[src/design/sdil_ram.sv]
module sdil_ram #(
  parameter int unsigned WIDTH = 64,
  parameter int unsigned DEPTH = 16
) (
  input  logic                     clk_i,
  input  logic                     we_i,
  input  logic [$clog2(DEPTH)-1:0] waddr_i,
  input  logic [WIDTH-1:0]         wdata_i,
  input  logic                     re_i,
  input  logic [$clog2(DEPTH)-1:0] raddr_i,
  output logic [WIDTH-1:0]         rdata_o
);

  logic [WIDTH-1:0] mem_q [DEPTH];
  logic [WIDTH-1:0] rdata_q;

  always_ff @(posedge clk_i) begin
    if (we_i) begin
      mem_q[waddr_i] <= wdata_i;
    end
    // read data holds while no read is issued
    if (re_i) begin
      rdata_q <= mem_q[raddr_i];
    end
  end

  assign rdata_o = rdata_q;

endmodule

[config.mk]
export PLATFORM = sky130hd
export DESIGN_NAME = sdil_ram
export DESIGN_NICKNAME = d
export VERILOG_FILES = /design/src/design/sdil_ram.sv
export SDC_FILE = /design/constraint.sdc
export NUM_CORES = 1
export LEC_CHECK = 0
export BUFFER_PORTS_ARGS = -buffer_cell sky130_fd_sc_hd__buf_2
export CELL_PAD_IN_SITES_DETAIL_PLACEMENT = 0
export CELL_PAD_IN_SITES_GLOBAL_PLACEMENT = 1
export CORE_MARGIN = 5
export CORE_UTILIZATION = 50
export CTS_CLUSTER_DIAMETER = 60
export DETAILED_ROUTE_END_ITERATION = 6
export PLACE_DENSITY_LB_ADDON = 0.3
export SYNTH_ARGS = -nofsm -noshare
export SYNTH_HDL_FRONTEND = slang
export SYNTH_SLANG_ARGS = --single-unit
export TNS_END_PERCENT = 50
[constraint.sdc]
create_clock -name clk_i -period 8.24 [get_ports clk_i]
set_input_delay 0 -clock clk_i [delete_from_list [all_inputs] [get_ports clk_i]]
set_output_delay 0 -clock clk_i [all_outputs]
set_load 0.01 [all_outputs]
; ---- Yosys cells after proc, flatten, opt, wreduce, memory -nomap -nowiden
; Memories as Yosys holds them, arrays and structs flattened. A register that Yosys moved wholly into a read port is not among the register bits.
; Index checks and enable logic that the tools add are counted.
[totals]
ff_bits = 0
mem_bits_rw = 1024
in_bits = 75
elab_cells = 3
mem_count = 1
[memory_table]
columns = name, words, width, read_ports, rd_ports_with_merged_regs, write_ports, line_no
row1 = mem_q, 16, 64, 1, 1, 1, 14  ; logic [WIDTH-1:0] mem_q [DEPTH];
[op_classes]
mux = 2
[op_table]
columns = operator, count
row1 = 1-bit two-way mux, 2

; ---- Depth between registers and ports, before layout
; Gate-level depths: netlist of run 1.
[depth]
word_depth = 2
mapped_depth = 6
ltp_nobuf = 3

; ---- Worst setup path after synthesis of run 1
; OpenSTA, ideal clock, no wires.
[synth_path]
path_kind = input port to flip-flop
from = input waddr_i[2]
to = memory mem_q[0][0], enable pin
setup_ps = 565
arrival_ps = 4863
required_time_ps = 7675
slack_ps = 2811
stages = 2
path_buffers = 0
cell_sequence = or3b_2 > nor3_1
[synth_lines]
columns = element, line_no
row1 = start: declaration, 7  ; input logic [$clog2(DEPTH)-1:0] waddr_i,
row2 = end: declaration, 14
; Straight into the memory's write port.

; ---- Worst setup path in the final report of run 1
[layout_path]
from = input waddr_i[2]
to = memory mem_q[3][46], enable pin
; Straight into the memory's write port.

==> qor.csv, run 1 <==
stage;metric;value;unit
outcome;status;complete, no violations;
synth;number of synthesized flops with an enable pin;1088;
synth;cell taking the most area after synthesis;edfxtp_1;
pwr;PwrDens;250.0;nW/um^2
global_routing;number of global-route vias before repair;19487;
setup_path;crit path launch;waddr_i[2];
timing;Max Slew Vio Count;0;
min_path;min-delay src;raddr_i[1];
clock_network;CTS tree;done;
setup_path;CP Class;in2reg;
drt;drt first pass iters;5;
synth;post-synthesis adder-cell area fraction;0;
clock_network;H-tree depth;3;
timing;final hold vios;0;
clock_network;clock buffer depth;3;
synth;Synth top area share;0.8123;
clock_network;CTS clock-pin slew for the worst setup and hold paths;0.06;ns
drt;final WL;90550;um
timing;final period utilization;0.2486;
clock_network;CTS Buf Count;110;
finish;Non-Filler Instances;3076;
global_routing;All-Layer GR Usage;0.2102;
setup_path;critical path capture point type;register;
synth;commonest cells in the netlist;1088 x edfxtp_1, 256 x mux4_2, 128 x a22oi_1;
setup_path;CP max-delay cell;buf_4;
synth;Seq/Total Area, Yosys;0.8123;
place;number of I/O port buffers;138;
clock_network;Root Driver;clkbuf_16;
clock_network;# clock sinks;1088;
floorplan;Initial Util;0.5018;
synth;largest family of logic cells by synthesized area;multiplexers;
timing;Hold WS;0.09067;ns
min_path;worst min path class;in2reg;
finish;layout cell share with drive strength beyond 1;0.3044;
place;GPL Wtd Cong;0.7111;
timing;worst slew pin tran;1.067;ns
pwr;Max VDD drop;0.0001603;V
drt;Via Count;18592;
synth;ys flop type;edfxtp_1;
setup_path;crit-path cells;buf_2 -> or3b_2 -> nor2_4 -> buf_4;
timing;setup TNS;0;ns
synth;Distinct cells, synth;17;
global_routing;gr ovfl total;0;
global_routing;first-pass GRT wire length;132200;um
floorplan;I/O pins;139;
synth;#FFs+latches synth;1088;
timing;Setup-failing EPs final;0;
synth;Post-Synthesis Cells;1647;
clock_network;setup bufs post-CTS;0;
finish;footprint of the multi-input gates;7234;sq um
synth;mux cell area share after synthesis;0.1433;
floorplan;CORE AREA;80160;sq um
global_routing;largest net degree at the start of global routing;88;
drt;vias per cell;6.044;
synth;Synth warnings;0;
timing;max_slew headroom;0.2889;
pwr;Lkg Pwr;0.01487;uW
floorplan;Placement Rows;104;
setup_path;worst path bufs/invs;2;
timing;min Tclk post-route;2.048;ns
synth;asr flop ratio synth;0;
setup_path;Crit path required time;8.51;ns
setup_path;critical path's top delay family;simple AND/OR/NAND/NOR gates;
finish;Layout area overhead;15.42;%
place;Inst Count DP;2805;
synth;Netlist Area Pre-Place;40220;sq um
drt;detailed-route DRC error count;0;
floorplan;die height;293.6;um
setup_path;Critical Path AT;2.32;ns
drt;drt wl/cell;29.44;um
global_routing;initial antenna violation count;3;
place;DP HPWL;43080;um
finish;Final nets;1997;
synth;Synth Area per Inst;24.42;sq um
timing;fmax;488.2;MHz
timing;clock skew;0.03001;ns
finish;filler instances;5786;
drt;Post-DRT Antenna Nets;0;
timing;unrepaired setup endpoints after global routing;no;
clock_network;worst-skew pair later-pin latency;0.67;ns
synth;most common cell in the synthesized netlist;edfxtp_1;
setup_path;critical-path maximum fanout;43;
synth;dominant cells by area after synthesis;edfxtp_1 81%, mux4_2 14%, a22oi_1 2.4%;
floorplan;Die Span X;293.6;um
job;max cap viols;0;
finish;FF/Latch Area;32670;sq um
floorplan;die area;86220;sq um
synth;Synth Area in XOR/XNOR;0;
synth;Synth Area in Simple Gates;0.009270;
synth;Syn Nets;1722;
drt;1st-iter DRT viols;1929;
synth;Synth Area in Compound Gates;0.02389;
setup_path;Startpoint Class;input port;
setup_path;RR Startpoint;mem_q[3][25];
setup_path;crit-path max cell delay;0.80;ns
## worst paths after layout
kind                                      to  slack, ns  cells past startpoint
worst min-delay path              rdata_o[2]       0.09                      4
worst max register to register   rdata_o[25]       6.69                      3
worst max-delay path            mem_q[3][46]       6.19                      4
worst min register to register   rdata_o[63]       0.74                      3
## state kept, by name, indices dropped and copies added (netlist names)
| signal | cells |
|---|---|
| rdata_o | 64 |
| mem_q | 1024 |
## per-layer routing
metal / global-route usage / share of wire
met1: 0.3054 / 0.42
met2: 0.3453 / 0.50
met3: 0.03509 / 0.072
met4: 0.04470 / 0.016
met5: 0 / 0
## cell type report
class	count	share of cell area
clock buffer	130	0.06182
sequential	1088	0.7037
clock inverter	74	0.01291
antenna	2	0.0001078
tap	1060	0.02857
timing repair buffer	247	0.03703
multi-input combinational	475	0.1558
## worst reg2reg max path: stages, from the launching register on
cell	delay, ns
edfxtp_1	0.39
mux4_2	0.52
a22oi_1	0.23
nand2_1	0.13
## logic make-up after synthesis
logic type | after synthesis
buf+inv | 84
compound gates | 128
simple gates | 91
flops | 1088
mux | 256
## power by group
part / internal (uW) / switching, uW
logic: 227 / 327
clock network: 2760 / 2020
registers: 6240 / 38.8
## through the flow
stage | area [sq um] | total power (uW) | util | setup WS [ns]
3_5_place_dp | 42300 | 6931 | 0.5277 | 5.500
3_3_place_gp | 42300 | 6912 | 0.5277 | 5.521
5_1_grt | 46420 | 11990 | 0.5791 | 6.007
6_report | 46430 | 11610 | 0.5792 | 6.192
2_1_floorplan | 40220 | 6692 | - | 2.811
4_1_cts | 46420 | 11710 | 0.5791 | 6.193
## cell usage in the layout, fill, tap and decap left out
master         instances
a22oi_1              128
and2_4                 1
buf_12                 2
buf_2                135
buf_4                 43
buf_8                  2
bufinv_16              9
clkbuf_1              18
clkbuf_16            112
clkinv_1              32
clkinv_2              24
clkinv_4               1
clkinv_8               1
clkinvlp_4             2
diode_2                2
dlygate4sd3_1         65
edfxtp_1            1088
inv_6                  3
inv_8                  2
mux4_2               256
nand2_1               65
nand2b_1               2
nand3_1                1
nand3b_1               2
nor2_4                13
nor2b_4                2
nor3_2                 4
or3b_2                 1
## what timing repair did
action	in CTS	in global routing
hold buffers	65	0
gates resized for setup	0	0
setup endpoints to repair	0	0
endpoints found under the hold margin	1054	0
Power figures use the tool's default switching activity.
==> inputs of run 2 (changes only) <==
--- a/config.mk
+++ b/config.mk
@@ -5,6 +5,7 @@
 export SDC_FILE = /design/constraint.sdc
 export NUM_CORES = 1
 export LEC_CHECK = 0
+export ABC_AREA = 1
 export BUFFER_PORTS_ARGS = -buffer_cell sky130_fd_sc_hd__buf_2
 export CELL_PAD_IN_SITES_DETAIL_PLACEMENT = 0
 export CELL_PAD_IN_SITES_GLOBAL_PLACEMENT = 1
==> constraint.sdc (replaced) <==
create_clock -name clk_i -period 1.89 [get_ports clk_i]
set_input_delay 0 -clock clk_i [delete_from_list [all_inputs] [get_ports clk_i]]
set_output_delay 0 -clock clk_i [all_outputs]
set_load 0.01 [all_outputs]
==> run 2 against run 1 <==
Against the previous run:
- combinational power rose to 6.1 times the previous value
- count of clock-buffer cells in the layout grew 8
- cell count rose by 86%
- highest routed layer unchanged
==> qor.csv, run 2 <==
stage;metric;value;unit;change
outcome;status;complete, no violations;;
finish;final instance area;52990;sq um;+14%
pwr;PwrDens;999.2;nW/um^2;+300%
finish;most flop-heavy register;mem_q;;
clock_network;CTS tree;done;;
drt;1st-iter DRT viols;2669;;+38%
timing;fmax;583.4;MHz;
pwr;Pwr Total;52950;uW;+360%
place;Inst Count DP;5430;;+94%
global_routing;All-Layer GR Usage;0.2249;;+0.01473
pwr;Lkg Pwr;0.02240;uW;+51%
synth;Synth warnings;0;;unchanged
clock_network;Root Driver;clkbuf_16;;
global_routing;initial antenna violation count;3;;unchanged
clock_network;CTS clock-pin slew for the worst setup and hold paths;0.06;ns;about the same
floorplan;die area;98010;sq um;+14%
floorplan;I/O pins;139;;unchanged
setup_path;Startpoint Class;input port;;
synth;Synth Area per Inst;10.91;sq um;-55%
timing;unrepaired setup endpoints after global routing;no;;
place;DP HPWL;61920;um;+44%
synth;ys flop type;edfxtp_1;;
clock_network;worst-skew pair later-pin latency;0.70;ns;+0.03 ns
drt;final WL;110600;um;+22%
place;DP Area;48570;sq um;+15%
job;max cap viols;0;;unchanged
place;GPL Wtd Cong;0.7578;;+6.6%
global_routing;first-pass GRT wire length;170400;um;+29%
timing;clock skew;0.02294;ns;-0.007064 ns
timing;worst slew pin tran;0.7833;ns;-0.2833 ns
synth;#FFs+latches synth;1088;;unchanged
floorplan;Die Span X;313.1;um;+6.6%
finish;post-layout util;0.5799;;+0.0006900
setup_path;CP Class;in2reg;;
drt;Post-DRT Antenna Nets;0;;unchanged
synth;most common cell in the synthesized netlist;nand2_1;;
synth;number of synthesized flops with an enable pin;1088;;unchanged
drt;detailed-route DRC error count;0;;unchanged
global_routing;number of global-route vias before repair;28466;;+46%
synth;Distinct cells, synth;14;;-3
synth;commonest cells in the netlist;1349 x nand2_1, 1088 x edfxtp_1, 771 x inv_1;;
synth;Synth top area share;0.7114;;-0.1009
floorplan;die height;313.1;um;+6.6%
drt;Via Count;29155;;+57%
setup_path;critical-path maximum fanout;27;;-37%
min_path;worst min path class;in2reg;;
finish;Final nets;4506;;+130%
finish;Layout area overhead;15.38;%;about the same
floorplan;Initial Util;0.5026;;+0.0007652
timing;final hold vios;0;;unchanged
finish;filler instances;7452;;+29%
floorplan;CORE AREA;91390;sq um;+14%
synth;asr flop ratio synth;0;;unchanged
timing;max_slew headroom;0.4778;;+0.1889
timing;Max Slew Vio Count;0;;unchanged
clock_network;# clock sinks;1088;;unchanged
setup_path;Crit path required time;2.26;ns;-6.25 ns
global_routing;largest net degree at the start of global routing;110;;+25%
timing;Setup-failing EPs final;0;;unchanged
timing;Hold WS;0.05036;ns;-0.04031 ns
synth;Post-Synthesis Cells;4210;;+160%
setup_path;critical path capture point type;register;;
setup_path;RR Startpoint;mem_q[12][14];;
floorplan;Placement Rows;111;;+6.7%
timing;final period utilization;0.9070;;
finish;layout cell share with drive strength beyond 1;0.09394;;-0.2104
place;number of I/O port buffers;138;;unchanged
synth;Seq/Total Area, Yosys;0.7114;;-0.1009
drt;vias per cell;5.104;;-16%
synth;Netlist Area Pre-Place;45930;sq um;+14%
setup_path;crit path launch;waddr_i[2];;
clock_network;setup bufs post-CTS;0;;unchanged
pwr;Max VDD drop;0.0008460;V;+430%
timing;min Tclk post-route;1.714;ns;
synth;dominant cells by area after synthesis;edfxtp_1 71%, nand2_1 11%, nand3_1 8.4%;;
clock_network;clock buffer depth;3;;unchanged
synth;cell taking the most area after synthesis;edfxtp_1;;
drt;drt wl/cell;19.36;um;-34%
finish;most frequent cells in the layout;1349 x nand2_1, 1088 x edfxtp_1, 770 x inv_1;;
drt;drt first pass iters;5;;unchanged
setup_path;Critical Path AT;2.09;ns;-0.23 ns
clock_network;H-tree depth;3;;unchanged
synth;Syn Nets;4285;;+150%
clock_network;CTS Buf Count;115;;+4.5%
finish;commonest non-fill, non-tap cell in the layout;nand2_1;;
global_routing;gr ovfl total;0;;unchanged
min_path;min-delay src;raddr_i[1];;
finish;Non-Filler Instances;5712;;+86%
finish;max FFs per register;1024;;unchanged
[run 2: changes by cell type in the layout (fill, tap and decap cells not counted), sizes merged, moves of 5 or more]
cell	delta
dlygate4sd3	+5
inv	+774
clkbuf	+8
nand3	+768
nand2	+1284
buf	+63
mux4	-256
a22oi	-128
clkinv	-7
[run 2: timing repair]
action / 4_1_cts / 5_1_grt
hold buffers: 70 / 0
hold endpoints to repair: 1086 / 0
resized for setup: 0 / 0
[run 2: final timing paths]
check                                      to  slack (ns)  depth (start not counted)
worst min-delay path              rdata_o[45]        0.05                          6
worst min register to register    rdata_o[63]        0.73                          6
worst max register to register    rdata_o[14]        0.66                          6
worst max-delay path            mem_q[14][43]        0.18                          6
[run 2: through the flow]
stage                     worst slack, ns  setup TNS [ns]
after floorplan                   -0.4843         -463.93
after global placement             0.1943               0
after detailed placement           0.1892               0
after CTS                          0.2050               0
after global routing               0.1512               0
final                              0.1758               0
[run 2: cells by family (layout without fill, tap and decap cells)]
kind of cell,count (synthesis),count (layout),synth area share
buffers and inverters,985,1299,0.09285
other,0,2,0
flip-flops,1088,1088,0.7114
AND/OR/NAND/NOR,2137,2137,0.1958
[run 2: critical path: stages]
cell	delay, ns
dlygate4sd3_1	0.52
buf_2	0.13
nand3_1	0.14
dlygate4sd3_1	0.64
nor2_4	0.34
buf_12	0.27
[run 2: final cells by class]
cell class | instances | area (sq um) | area share
antenna | 2 | 5.005 | 0.00009444
tap | 1186 | 1484 | 0.02800
clock buffer | 138 | 2964 | 0.05593
timing repair buffer | 315 | 3064 | 0.05782
multi-input combinational | 2137 | 9111 | 0.1719
sequential | 1088 | 32670 | 0.6165
inverter | 774 | 2937 | 0.05542
clock inverter | 72 | 755.7 | 0.01426
[run 2: per-layer routing]
metal / GRT usage / share of wire / vias up
li1: - / - / 14117
met1: 0.3084 / 0.43 / 14073
met2: 0.3833 / 0.49 / 798
met3: 0.03015 / 0.052 / 167
met4: 0.06070 / 0.023 / 0
met5: 0 / 0 / -
[run 2: report_power, final]
group	internal [uW]	switching (uW)
Combinational	1050	2330
Clock	12900	9280
Sequential	27200	161
Total	41200	11800
